--- config.mk ---
export PLATFORM = sky130hd
export DESIGN_NAME = edf_slice_picker
export DESIGN_NICKNAME = d
export VERILOG_FILES = /design/src/rtl/core/edfsp_pkg.sv /design/src/rtl/core/edfsp_in_stage.sv /design/src/rtl/core/edfsp_core.sv /design/src/rtl/core/edf_slice_picker.sv
export SDC_FILE = /design/constraint.sdc
export NUM_CORES = 1
export LEC_CHECK = 0
export BUFFER_PORTS_ARGS = -buffer_cell sky130_fd_sc_hd__clkbuf_2
export CAP_MARGIN = 20
export CELL_PAD_IN_SITES_DETAIL_PLACEMENT = 1
export CELL_PAD_IN_SITES_GLOBAL_PLACEMENT = 1
export CORE_ASPECT_RATIO = 2
export CORE_MARGIN = 8
export CORE_UTILIZATION = 44
export CTS_CLUSTER_SIZE = 28
export DETAILED_ROUTE_END_ITERATION = 10
export GPL_TIMING_DRIVEN = 0
export PLACE_DENSITY_LB_ADDON = 0.2
export SLEW_MARGIN = 30
export SYNTH_ARGS = -nofsm -noshare
export SYNTH_HDL_FRONTEND = slang
export SYNTH_SLANG_ARGS = --single-unit
--- constraint.sdc ---
create_clock -name clk -period 5.65 [get_ports clk]
set_input_delay 1.13 -clock clk [delete_from_list [all_inputs] [get_ports clk]]
set_output_delay 1.13 -clock clk [all_outputs]
set_load 0.03 [all_outputs]
--- src/rtl/core/edfsp_pkg.sv ---
// ----------------------------------------------------------------------------
// edfsp_pkg
// Shared types and constants for the EDF slice picker.
// ----------------------------------------------------------------------------
package edfsp_pkg;

    localparam int TIME_W  = 31;
    localparam int ID_W    = 16;
    localparam int SLICE_W = TIME_W + 1;

    // Release time that marks "no release pending"
    localparam logic [TIME_W-1:0] NO_RELEASE = TIME_W'(1000000);

    typedef enum logic [1:0] {
        FUNC_RUN     = 2'd0,
        FUNC_RELEASE = 2'd1,
        FUNC_DECIDE  = 2'd2,
        FUNC_UNUSED  = 2'd3
    } func_t;

    typedef struct packed {
        func_t             func;
        logic [ID_W-1:0]   thread_id;
        logic [TIME_W-1:0] deadline;
        logic [TIME_W-1:0] remaining;
        logic [TIME_W-1:0] rel_time;
        logic [TIME_W-1:0] period;
        logic [TIME_W-1:0] now;
    } item_t;

endpackage

--- src/rtl/core/edfsp_in_stage.sv ---
// ----------------------------------------------------------------------------
// edfsp_in_stage
// Input register: captures one accepted item per cycle.
// ----------------------------------------------------------------------------
module edfsp_in_stage
    import edfsp_pkg::*;
(
    input  logic  clk,
    input  logic  rst_n,
    input  logic  accept,
    input  item_t item_in,
    output logic  item_valid,
    output item_t item_out
);

    logic  valid_reg;
    item_t item_reg;

    // Track whether the register holds a fresh item
    always_ff @(posedge clk or negedge rst_n)
    begin
        if (!rst_n)
        begin
            valid_reg <= 1'b0;
        end
        else
        begin
            valid_reg <= accept;
        end
    end

    // Capture the item payload on accept
    always_ff @(posedge clk)
    begin
        if (accept)
        begin
            item_reg <= item_in;
        end
    end

    assign item_valid = valid_reg;
    assign item_out   = item_reg;

endmodule

--- src/rtl/core/edfsp_core.sv ---
// ----------------------------------------------------------------------------
// edfsp_core
// Round state, entry compares and slice selection with the result register.
// ----------------------------------------------------------------------------
module edfsp_core
    import edfsp_pkg::*;
(
    input  logic               clk,
    input  logic               rst_n,
    input  logic               item_valid,
    input  item_t              item,
    output logic               done,
    output logic               idle,
    output logic [ID_W-1:0]    chosen_id,
    output logic [SLICE_W-1:0] slice
);

    // Round state
    logic              have_runner_reg, have_runner_next;
    logic [ID_W-1:0]   best_id_reg, best_id_next;
    logic [TIME_W-1:0] best_deadline_reg, best_deadline_next;
    logic [TIME_W-1:0] best_remaining_reg, best_remaining_next;
    logic [TIME_W-1:0] next_release_reg, next_release_next;
    logic [TIME_W-1:0] next_period_reg, next_period_next;

    // Result register
    logic               done_reg, done_next;
    logic               idle_reg, idle_next;
    logic [ID_W-1:0]    chosen_id_reg, chosen_id_next;
    logic [SLICE_W-1:0] slice_reg, slice_next;

    // Compare and slice terms
    logic               run_better;
    logic               rel_better;
    logic [SLICE_W-1:0] end_sum;
    logic [SLICE_W-1:0] rel_span;
    logic [SLICE_W-1:0] to_deadline;
    logic [SLICE_W-1:0] to_release;
    logic               late;
    logic [SLICE_W-1:0] busy_slice;

    // Entry compares against the kept winners
    assign run_better = !have_runner_reg
                     || (item.deadline < best_deadline_reg)
                     || ((item.deadline == best_deadline_reg)
                         && (item.thread_id < best_id_reg));
    assign rel_better = item.rel_time < next_release_reg;

    // Sums and differences one bit wider than the operands
    assign end_sum     = {1'b0, item.now} + {1'b0, best_remaining_reg};
    assign rel_span    = {1'b0, next_release_reg} + {1'b0, next_period_reg};
    assign to_deadline = {1'b0, best_deadline_reg} - {1'b0, item.now};
    assign to_release  = {1'b0, next_release_reg} - {1'b0, item.now};
    assign late        = end_sum > {1'b0, best_deadline_reg};

    // Pick the slice for a runnable thread
    always_comb
    begin
        if (late)
        begin
            busy_slice = to_deadline;
        end
        else if (next_release_reg == NO_RELEASE)
        begin
            busy_slice = {1'b0, best_remaining_reg};
        end
        else if (end_sum < {1'b0, next_release_reg})
        begin
            busy_slice = {1'b0, best_remaining_reg};
        end
        else if (rel_span > {1'b0, best_deadline_reg})
        begin
            busy_slice = {1'b0, best_remaining_reg};
        end
        else
        begin
            busy_slice = to_release;
        end
    end

    // Next state and result
    always_comb
    begin
        have_runner_next    = have_runner_reg;
        best_id_next        = best_id_reg;
        best_deadline_next  = best_deadline_reg;
        best_remaining_next = best_remaining_reg;
        next_release_next   = next_release_reg;
        next_period_next    = next_period_reg;
        done_next           = 1'b0;
        idle_next           = idle_reg;
        chosen_id_next      = chosen_id_reg;
        slice_next          = slice_reg;

        if (item_valid)
        begin
            case (item.func)
                FUNC_RUN:
                begin
                    if (run_better)
                    begin
                        have_runner_next    = 1'b1;
                        best_id_next        = item.thread_id;
                        best_deadline_next  = item.deadline;
                        best_remaining_next = item.remaining;
                    end
                end
                FUNC_RELEASE:
                begin
                    if (rel_better)
                    begin
                        next_release_next = item.rel_time;
                        next_period_next  = item.period;
                    end
                end
                FUNC_DECIDE:
                begin
                    done_next = 1'b1;
                    if (have_runner_reg)
                    begin
                        idle_next      = 1'b0;
                        chosen_id_next = best_id_reg;
                        slice_next     = busy_slice;
                    end
                    else
                    begin
                        idle_next      = 1'b1;
                        chosen_id_next = '0;
                        slice_next     = to_release;
                    end
                    // Clear the round
                    have_runner_next    = 1'b0;
                    best_id_next        = '0;
                    best_deadline_next  = '0;
                    best_remaining_next = '0;
                    next_release_next   = NO_RELEASE;
                    next_period_next    = '0;
                end
                default:
                begin
                    // Drop unused codes
                end
            endcase
        end
    end

    // Hold round state and the strobe
    always_ff @(posedge clk or negedge rst_n)
    begin
        if (!rst_n)
        begin
            have_runner_reg    <= 1'b0;
            best_id_reg        <= '0;
            best_deadline_reg  <= '0;
            best_remaining_reg <= '0;
            next_release_reg   <= NO_RELEASE;
            next_period_reg    <= '0;
            done_reg           <= 1'b0;
        end
        else
        begin
            have_runner_reg    <= have_runner_next;
            best_id_reg        <= best_id_next;
            best_deadline_reg  <= best_deadline_next;
            best_remaining_reg <= best_remaining_next;
            next_release_reg   <= next_release_next;
            next_period_reg    <= next_period_next;
            done_reg           <= done_next;
        end
    end

    // Load the result payload
    always_ff @(posedge clk)
    begin
        idle_reg      <= idle_next;
        chosen_id_reg <= chosen_id_next;
        slice_reg     <= slice_next;
    end

    assign done      = done_reg;
    assign idle      = idle_reg;
    assign chosen_id = chosen_id_reg;
    assign slice     = slice_reg;

    // The kept release never lies above the no-release mark
    a_release_bound: assert property (@(posedge clk) disable iff (!rst_n)
        next_release_reg <= NO_RELEASE)
        else $error("kept release above no-release mark");

    // A strobe follows only a decide item
    a_done_source: assert property (@(posedge clk) disable iff (!rst_n)
        done_reg |-> $past(item_valid && (item.func == FUNC_DECIDE)))
        else $error("result without decide item");

    // A decide item leaves the round cleared
    a_round_clear: assert property (@(posedge clk) disable iff (!rst_n)
        done_reg |-> (!have_runner_reg && (next_release_reg == NO_RELEASE)
                      && (best_id_reg == '0)))
        else $error("round state not cleared after decide");

    // An idle result carries id zero
    a_idle_id: assert property (@(posedge clk) disable iff (!rst_n)
        (done_reg && idle_reg) |-> (chosen_id_reg == '0))
        else $error("idle result with nonzero id");

    // Without a runner the kept id stays zero
    a_empty_id: assert property (@(posedge clk) disable iff (!rst_n)
        !have_runner_reg |-> (best_id_reg == '0))
        else $error("kept id without a runner");

endmodule

--- src/rtl/core/edf_slice_picker.sv ---
// ----------------------------------------------------------------------------
// edf_slice_picker
// Earliest-deadline-first thread picker with time slice for one round.
// ----------------------------------------------------------------------------
// Throughput: one item per cycle; busy is always low.
// A decide item passes the input register, then compare/slice logic into the
// result register, which loads done and the result together.
// Each result is shown for one cycle; the receiver cannot stall.
// Reset clears the round state (no runner, no release pending) and the strobe.
module edf_slice_picker
    import edfsp_pkg::*;
(
    input  logic               clk,
    input  logic               rst_n,
    input  logic               start,
    output logic               busy,
    input  logic [1:0]         func,
    input  logic [ID_W-1:0]    thread_id,
    input  logic [TIME_W-1:0]  deadline,
    input  logic [TIME_W-1:0]  remaining,
    input  logic [TIME_W-1:0]  rel_time,
    input  logic [TIME_W-1:0]  period,
    input  logic [TIME_W-1:0]  now,
    output logic               done,
    output logic               idle,
    output logic [ID_W-1:0]    chosen_id,
    output logic signed [SLICE_W-1:0] slice
);

    item_t              item_in;
    item_t              item_q;
    logic               item_valid;
    logic               accept;
    logic [SLICE_W-1:0] slice_raw;

    // Never back-pressure the sender
    assign busy   = 1'b0;
    assign accept = start && !busy;

    // Bundle the payload
    always_comb
    begin
        item_in.func      = func_t'(func);
        item_in.thread_id = thread_id;
        item_in.deadline  = deadline;
        item_in.remaining = remaining;
        item_in.rel_time  = rel_time;
        item_in.period    = period;
        item_in.now       = now;
    end

    edfsp_in_stage u_in_stage (
        .clk        (clk),
        .rst_n      (rst_n),
        .accept     (accept),
        .item_in    (item_in),
        .item_valid (item_valid),
        .item_out   (item_q)
    );

    edfsp_core u_core (
        .clk        (clk),
        .rst_n      (rst_n),
        .item_valid (item_valid),
        .item       (item_q),
        .done       (done),
        .idle       (idle),
        .chosen_id  (chosen_id),
        .slice      (slice_raw)
    );

    assign slice = $signed(slice_raw);

endmodule

==> metrics.txt, run 1 <==
# TYPE chip_impl_metric gauge
chip_impl_metric{name="slew_headroom",unit=""} 0.3271
chip_impl_info{name="crit_slowest_cell",value="or4_4"} 1
chip_impl_info{name="r2r_end",value="u_core.slice[6]"} 1
chip_impl_info{name="synth_flop_cell",value="edfxtp_1"} 1
chip_impl_metric{name="setup-violations-final",unit=""} 24
chip_impl_metric{name="min_period_over_period",unit=""} 1.020
chip_impl_metric{name="r2r_slack",unit="ns"} -0.11
chip_impl_metric{name="io_buffers",unit=""} 225
chip_impl_metric{name="power_density",unit="nW/um^2"} 537.3
chip_impl_metric{name="slew_violations",unit=""} 0
chip_impl_metric{name="core",unit="um^2"} 52560
chip_impl_metric{name="max_clock_freq",unit="MHz"} 173.5
chip_impl_info{name="worstSetupStartpointType",value="flop"} 1
chip_impl_metric{name="crit_arrival",unit="ns"} 6.08
chip_impl_metric{name="track_usage",unit=""} 0.2724
chip_impl_info{name="synth.area.top_cells",value="edfxtp_1 28%, ha_1 16%, dfrtp_1 15%"} 1
chip_impl_metric{name="ios",unit=""} 227
chip_impl_info{name="path_delay_family",value="simple AND/OR/NAND/NOR gates"} 1
chip_impl_metric{name="postSynthRegisterBits",unit=""} 365
chip_impl_metric{name="syn-instance-count",unit=""} 2172
chip_impl_metric{name="floorplan.die_area",unit="um^2"} 61290
chip_impl_metric{name="start_util",unit=""} 0.4454
chip_impl_info{name="ctsRootBufferMaster",value="clkbuf_16"} 1
chip_impl_metric{name="antenna_found_initial",unit=""} 0
chip_impl_info{name="synthMostInstantiatedCell",value="ha_1"} 1
chip_impl_metric{name="route.detailed.wl_per_inst",unit="um"} 26.52
chip_impl_info{name="min_to",value="u_core.next_period_reg[1]"} 1
chip_impl_info{name="holdCritStartpoint",value="u_in_stage.item_out[32]"} 1
chip_impl_metric{name="largest_register_ff_count",unit=""} 173
chip_impl_metric{name="area.growth.synth_to_final",unit="%"} 19.05
chip_impl_metric{name="critPathMaxFanout",unit=""} 6
chip_impl_metric{name="die_y",unit="um"} 342.2
chip_impl_metric{name="critical_path.n_buffers_inverters",unit=""} 2
chip_impl_metric{name="worst_path_largest_cell_delay",unit="ns"} 0.66
chip_impl_metric{name="clkLatencyLatePin",unit="ns"} 0.57
chip_impl_metric{name="synth_sequential_area_ratio",unit=""} 0.4380
chip_impl_info{name="critical-path-top-cell-by-count",value="nand3_1"} 1
chip_impl_metric{name="drt_pre_antenna_iters",unit=""} 4
chip_impl_metric{name="hold_path_depth",unit=""} 1
chip_impl_metric{name="worst-slew-pin-transition",unit="ns"} 1.009
chip_impl_metric{name="clk_pin_slew",unit="ns"} 0.07
chip_impl_metric{name="cts_hold_buf",unit=""} 0
chip_impl_metric{name="htree_num_levels",unit=""} 2
chip_impl_metric{name="finalHoldViolations",unit=""} 0
chip_impl_metric{name="synth-edff-count",unit=""} 222
chip_impl_metric{name="grt_first_pass_wirelength",unit="mm"} 123.1
chip_impl_metric{name="row_count",unit=""} 119
chip_impl_info{name="worstReg2RegStart",value="u_core.next_release_reg[16]"} 1
chip_impl_metric{name="netlist_area_before_placement",unit="um^2"} 23410
chip_impl_info{name="origin_of_the_worst_setup_path",value="u_core.next_release_reg[16]"} 1
chip_impl_metric{name="timing.critical_path.required",unit="ns"} 5.97
chip_impl_metric{name="route.vias.total",unit=""} 18520
chip_impl_metric{name="drt-vias-per-instance",unit=""} 5.800
chip_impl_metric{name="drive_gt1_frac",unit=""} 0.2144
chip_impl_metric{name="max_cap_violation_count",unit=""} 0
chip_impl_metric{name="antenna_viol_nets_final",unit=""} 0
chip_impl_metric{name="ir_worst_vdd",unit="mV"} 0.3544
chip_impl_metric{name="place_worst_setup_slack",unit="ns"} -0.8075
chip_impl_metric{name="yosys.area.top_type_share",unit=""} 0.2848
chip_impl_metric{name="yosysWarnings",unit=""} 0
chip_impl_info{name="failed_checks",value="setup timing"} 1
chip_impl_info{name="outcome",value="complete, but fails checks"} 1
chip_impl_metric{name="synth.net_count",unit=""} 2644
chip_impl_metric{name="instances_no_fill",unit=""} 3194
chip_impl_metric{name="design_power_total",unit="mW"} 14.97
chip_impl_metric{name="drc",unit=""} 0
chip_impl_metric{name="cts-buffers-inserted",unit=""} 37
chip_impl_metric{name="die_x",unit="um"} 179.1
chip_impl_metric{name="number_of_global_route_vias_before_repair",unit=""} 20650
chip_impl_metric{name="synth.lib_cells_used.distinct",unit=""} 91
chip_impl_metric{name="power.static_leakage",unit="nW"} 13.10
chip_impl_metric{name="cts.sink_count",unit=""} 365
chip_impl_info{name="timing.critical_path.to_type",value="flop"} 1
chip_impl_info{name="rsz_0062_raised_after_global_routing",value="yes"} 1
chip_impl_metric{name="finalCriticalPeriod",unit="ns"} 5.764
chip_impl_metric{name="logic_depth_of_the_worst_register_to_register_path",unit=""} 21
chip_impl_info{name="synthTopCellsByCount",value="292 x ha_1, 222 x edfxtp_1, 180 x inv_1"} 1
chip_impl_metric{name="placed_cells",unit=""} 3067
chip_impl_metric{name="grt_max_degree",unit=""} 84
chip_impl_metric{name="final_nets",unit=""} 2971
chip_impl_metric{name="drt-total-wl",unit="mm"} 84.70
chip_impl_info{name="crit_path_cell_trace",value="ha_2 > inv_1 > o21bai_1 > a21oi_1 > o21ai_1 > a211oi_2 > nor2_1 > or4b_2 > o221ai_4 > mux2i_1 > nand3_1 > ha_1 > nand3_1 > nor2_4 > nand3_1 > o32a_1 > or4_4 > nand2_8 > nor2_4 > buf_6 > a222oi_1"} 1
chip_impl_metric{name="setup_ws",unit="ns"} -0.1138
chip_impl_metric{name="starting_drc_count_in_detailed_routing",unit=""} 766
chip_impl_metric{name="maximum_root_to_sink_buffer_count",unit=""} 3
chip_impl_metric{name="globalplace.congestion",unit=""} 0.9316
chip_impl_metric{name="async_flop_share",unit=""} 0.3918
chip_impl_info{name="synth_area_leader_cell",value="edfxtp_1"} 1
chip_impl_metric{name="fin_worst_skew",unit="ns"} 0.02060
chip_impl_info{name="path_category_of_the_worst_min_delay_check",value="flop to flop"} 1
chip_impl_info{name="worstSetupPathType",value="flop to flop"} 1
chip_impl_metric{name="hpwl",unit="mm"} 67.75
chip_impl_metric{name="grt_remaining_overflow",unit=""} 0
chip_impl_info{name="tritoncts",value="yes"} 1
chip_impl_metric{name="post_synth.cell_area_avg",unit="um^2"} 10.78
## timing repair
item / 4_1_cts / 5_1_grt
setup buffers: 34 / 20
setup endpoints to repair: 32 / 32
pin swaps: 43 / 49
gates resized for setup: 69 / 71
gates cloned: 2 / 2
## how the worst max path moves through the flow
stage | end | slack, ns | depth (start not counted)
finish | u_core.slice[6] | -0.11 | 21
global route | u_core.slice[6] | -0.32 | 24
detailed placement | u_core.slice[28] | -0.81 | 25
floorplan | u_core.slice[30] | 0.37 | 24
global placement | u_core.slice[6] | -0.75 | 21
CTS | u_core.slice[6] | -0.05 | 25
## routing by layer
layer,vias to the layer above,global-route usage,share of wire
met2,509,0.4966,0.52
met1,9138,0.2621,0.34
met5,-,0,0
met3,262,0.02946,0.034
li1,8615,-,-
met4,0,0.2442,0.11
## through the flow
stage	util	hold WS [ns]	setup TNS [ns]	cell area [um^2]
global route	0.5302	0.4960	-7.277	27870
global placement	0.4827	0.4492	-20.65	25370
CTS	0.5197	0.4668	-0.09207	27310
finish	0.5302	0.4645	-1.065	27870
floorplan	-	0.4320	0	23410
detailed placement	0.4857	0.4527	-22.74	25530
## worst register-to-register path, cell delays in order, from the launching register on
cell and delay, ns:
dfstp_2 0.56, ha_2 0.32, inv_1 0.09, o21bai_1 0.10
a21oi_1 0.21, o21ai_1 0.14, a211oi_2 0.23, nor2_1 0.09
or4b_2 0.65, o221ai_4 0.23, mux2i_1 0.23, nand3_1 0.15
ha_1 0.31, nand3_1 0.14, nor2_4 0.17, nand3_1 0.09
o32a_1 0.35, or4_4 0.66, nand2_8 0.13, nor2_4 0.05
buf_6 0.15, a222oi_1 0.46
## report_power, final
part | internal [mW] | switching [mW]
sequential | 3.42 | 0.553
clock | 1.36 | 1.15
combinational | 3.66 | 4.82
## final cells by class
cell class,instances,area (um^2)
fillers,5769,24690
multi-input cells,1576,12740
flip-flops and latches,365,10260
repair buffers,288,1824
clock buffers,48,997.2
well taps,665,832.0
inverters,183,690.7
plain buffers,48,316.6
clock inverters,20,210.2
diodes,1,2.502
## cell usage in the layout, fill, tap and decap left out, types with 49 or more instances in the layout
cell type and count:
a21o_1 92, a21oi_1 128, buf_4 49, clkbuf_2 225, dfrtp_1 131, edfxtp_1 222, ha_1 285, inv_1 177
mux2i_1 84, nand2_1 102, nand2b_1 75, nor2_1 124, o21ai_0 69, xnor2_1 66
## logic make-up after synthesis
logic type      Yosys count  synth area share
simple gates            529            0.1169
compound gates          510            0.1447
flops                   365            0.4380
fa+ha+maj               296            0.1595
buf+inv                 231           0.04035
mux                     141           0.06334
xor+xnor                 99           0.03704
other cells               1         0.0001602
Power figures use the tool's default switching activity.
==> run 2: changes to the inputs <==
BUFFER_PORTS_ARGS = -buffer_cell sky130_fd_sc_hd__buf_4   (was -buffer_cell sky130_fd_sc_hd__clkbuf_2)
==> run 2 against run 1 <==
The flow still finishes with violations (setup timing); routed wire length down 0.13%; final area rose by 0.90%; sequential power about the same; sequential cell count did not move; critical path depth up 3; fmax grew 0.64%; critical path type unchanged; critical endpoint unchanged.
==> metrics.txt, run 2 (synthesis results as in run 1) <==
# TYPE chip_impl_metric gauge
chip_impl_info{name="outcome",value="complete, but fails checks"} 1
chip_impl_info{name="failed_checks",value="setup timing"} 1
chip_impl_metric{name="n_fill_cell",unit=""} 5653
chip_impl_metric{name="timing.critical_path.required",unit="ns"} 5.96
chip_impl_metric{name="worst-slew-pin-transition",unit="ns"} 1.017
chip_impl_metric{name="clk_pin_slew",unit="ns"} 0.06
chip_impl_metric{name="setup-violations-final",unit=""} 22
chip_impl_metric{name="multi_input_area",unit="um^2"} 12660
chip_impl_info{name="rsz_0062_raised_after_global_routing",value="yes"} 1
chip_impl_info{name="timing.critical_path.to_type",value="flop"} 1
chip_impl_metric{name="globalplace.congestion",unit=""} 0.9220
chip_impl_metric{name="antenna_viol_nets_final",unit=""} 0
chip_impl_metric{name="finalCriticalPeriod",unit="ns"} 5.727
chip_impl_metric{name="drt-total-wl",unit="mm"} 84.60
chip_impl_metric{name="largest_register_ff_count",unit=""} 173
chip_impl_info{name="crit_path_cell_trace",value="ha_2 > inv_2 > fa_2 > nor2b_2 > o211ai_1 > a21boi_2 > o211ai_2 > a31oi_4 > or4b_4 > a311o_1 > a21o_1 > a211oi_2 > xnor2_2 > ha_1 > nand2_2 > nor3_4 > nand3_2 > nand2_2 > o21ai_4 > or4_4 > o21ai_4 > buf_12 > buf_6 > a222oi_1"} 1
chip_impl_metric{name="slew_headroom",unit=""} 0.3220
chip_impl_metric{name="grt_remaining_overflow",unit=""} 0
chip_impl_metric{name="clkPwrFrac",unit=""} 0.178
chip_impl_info{name="worstSetupStartpointType",value="flop"} 1
chip_impl_metric{name="cts-buffers-inserted",unit=""} 38
chip_impl_metric{name="max_cap_violation_count",unit=""} 0
chip_impl_metric{name="critPathMaxFanout",unit=""} 10
chip_impl_metric{name="final_nets",unit=""} 2948
chip_impl_metric{name="drive_gt1_frac",unit=""} 0.2024
chip_impl_metric{name="maximum_root_to_sink_buffer_count",unit=""} 3
chip_impl_metric{name="drt-vias-per-instance",unit=""} 5.820
chip_impl_metric{name="seq_power_share",unit=""} 0.274
chip_impl_metric{name="grt_max_degree",unit=""} 89
chip_impl_metric{name="cts.sink_count",unit=""} 365
chip_impl_metric{name="drt_pre_antenna_iters",unit=""} 5
chip_impl_info{name="path_delay_family",value="compound AO/OA/AOI/OAI gates"} 1
chip_impl_metric{name="max_clock_freq",unit="MHz"} 174.6
chip_impl_metric{name="route.detailed.wl_per_inst",unit="um"} 26.69
chip_impl_metric{name="hpwl",unit="mm"} 68.06
chip_impl_metric{name="clkLatencyLatePin",unit="ns"} 0.59
chip_impl_metric{name="power_density",unit="nW/um^2"} 516.4
chip_impl_metric{name="finalHoldViolations",unit=""} 0
chip_impl_metric{name="crit_arrival",unit="ns"} 6.04
chip_impl_info{name="most_used_cells_in_the_layout_excluding_fill_and_tap_cells",value="284 x ha_1, 258 x buf_4, 222 x edfxtp_1"} 1
chip_impl_metric{name="netSwitchingPower",unit="mW"} 6.365
chip_impl_metric{name="power.static_leakage",unit="nW"} 13.11
chip_impl_metric{name="fin_util",unit=""} 0.5350
chip_impl_metric{name="drc",unit=""} 0
chip_impl_metric{name="die_y",unit="um"} 342.2
chip_impl_metric{name="floorplan.die_area",unit="um^2"} 61290
chip_impl_metric{name="antenna_cells",unit=""} 0
chip_impl_metric{name="ios",unit=""} 227
chip_impl_info{name="crit_slowest_cell",value="or4_4"} 1
chip_impl_metric{name="row_count",unit=""} 119
chip_impl_info{name="layout.cells.most_common",value="ha_1"} 1
chip_impl_metric{name="power.share.switching",unit=""} 0.4383
chip_impl_info{name="tritoncts",value="yes"} 1
chip_impl_metric{name="grt_first_pass_wirelength",unit="mm"} 124.0
chip_impl_metric{name="min_period_over_period",unit=""} 1.014
chip_impl_metric{name="area.growth.synth_to_final",unit="%"} 20.12
chip_impl_metric{name="power.share.combinational",unit=""} 0.548
chip_impl_metric{name="io_buffers",unit=""} 225
chip_impl_metric{name="slew_violations",unit=""} 0
chip_impl_metric{name="p_int",unit="mW"} 8.158
chip_impl_metric{name="design_power_total",unit="mW"} 14.52
chip_impl_metric{name="route.vias.total",unit=""} 18450
chip_impl_info{name="ctsRootBufferMaster",value="clkbuf_16"} 1
chip_impl_metric{name="track_usage",unit=""} 0.2739
chip_impl_info{name="path_category_of_the_worst_min_delay_check",value="flop to flop"} 1
chip_impl_metric{name="worst_path_largest_cell_delay",unit="ns"} 0.62
chip_impl_info{name="worstSetupPathType",value="flop to flop"} 1
chip_impl_metric{name="ir_worst_vdd",unit="mV"} 0.3836
chip_impl_metric{name="setup_ws",unit="ns"} -0.07705
chip_impl_metric{name="number_of_global_route_vias_before_repair",unit=""} 20440
chip_impl_metric{name="start_util",unit=""} 0.4454
chip_impl_metric{name="fin_worst_skew",unit="ns"} 0.02571
chip_impl_metric{name="die_x",unit="um"} 179.1
chip_impl_metric{name="core",unit="um^2"} 52560
chip_impl_metric{name="ff_latch_area",unit="um^2"} 10260
chip_impl_metric{name="starting_drc_count_in_detailed_routing",unit=""} 785
chip_impl_metric{name="htree_num_levels",unit=""} 2
chip_impl_metric{name="critical_path.n_buffers_inverters",unit=""} 3
chip_impl_metric{name="antenna_found_initial",unit=""} 1
[run 2: cell types whose count changed in the layout (fill, tap and decap cells not counted), sizes merged]
| cell | before | now |
|---|---|---|
| inv | 182 | 184 |
| buf | 87 | 289 |
| diode | 1 | 0 |
| clkinvlp | 7 | 3 |
| clkbuf | 297 | 78 |
| clkinv | 12 | 8 |
[run 2: cell type report]
class	count	area share
clock buffers	55	0.03826
multi-input cells	1576	0.4503
clock inverters	14	0.006274
inverters	183	0.02456
well taps	665	0.02959
flip-flops and latches	365	0.3650
plain buffers	47	0.009922
repair buffers	265	0.07608
[run 2: per-layer routing]
layer,vias up,GRT usage,wire (um)
li1,8579,-,-
met1,9118,0.2629,28140
met2,484,0.5003,44530
met3,268,0.03387,2922
met4,0,0.2386,9000
met5,-,0,0
[run 2: through the flow]
stage,instances,instance area [um^2],worst slack (ns),setup TNS [ns],hold slack (ns)
floorplan,2172,23410,0.3742,0,0.4320
global placement,3062,25930,-0.8402,-20.46,0.4500
detailed placement,3067,26090,-0.9879,-22.37,0.4669
CTS,3154,27750,-0.008101,-0.009793,0.4806
global route,3170,28120,-0.2466,-5.935,0.5037
finish,3170,28120,-0.07705,-0.7707,0.4672
[run 2: final timing paths]
check	start	endpoint	slack, ns	depth (start not counted)
max	u_core.best_remaining_reg[0]	u_core.slice[6]	-0.08	24
min	u_in_stage.item_out[32]	u_core.next_period_reg[1]	0.47	1
max reg2reg	u_core.best_remaining_reg[0]	u_core.slice[6]	-0.08	24
min reg2reg	u_in_stage.item_out[32]	u_core.next_period_reg[1]	0.47	1
max in group asynchronous	rst_n	u_core.next_release_reg[18]	4.29	3
min in group asynchronous	rst_n	u_core.best_remaining_reg[13]	0.56	2
[run 2: power groups by stage]
stage	Combinational [mW]	Sequential, mW	Clock (mW)
3_3_place_gp	6.90	4.03	0
2_1_floorplan	4.86	3.77	0
6_report	7.96	3.97	2.59
3_5_place_dp	7.20	4.03	0
4_1_cts	7.58	3.97	2.66
5_1_grt	8.69	3.98	2.72
[run 2: what timing repair did]
action / 4_1_cts / 5_1_grt
gates cloned: 0 / 1
buffers inserted: 19 / 15
hold buffers: 0 / 0
setup endpoints to repair: 32 / 32
gates resized for setup: 62 / 46
pin swaps: 31 / 34
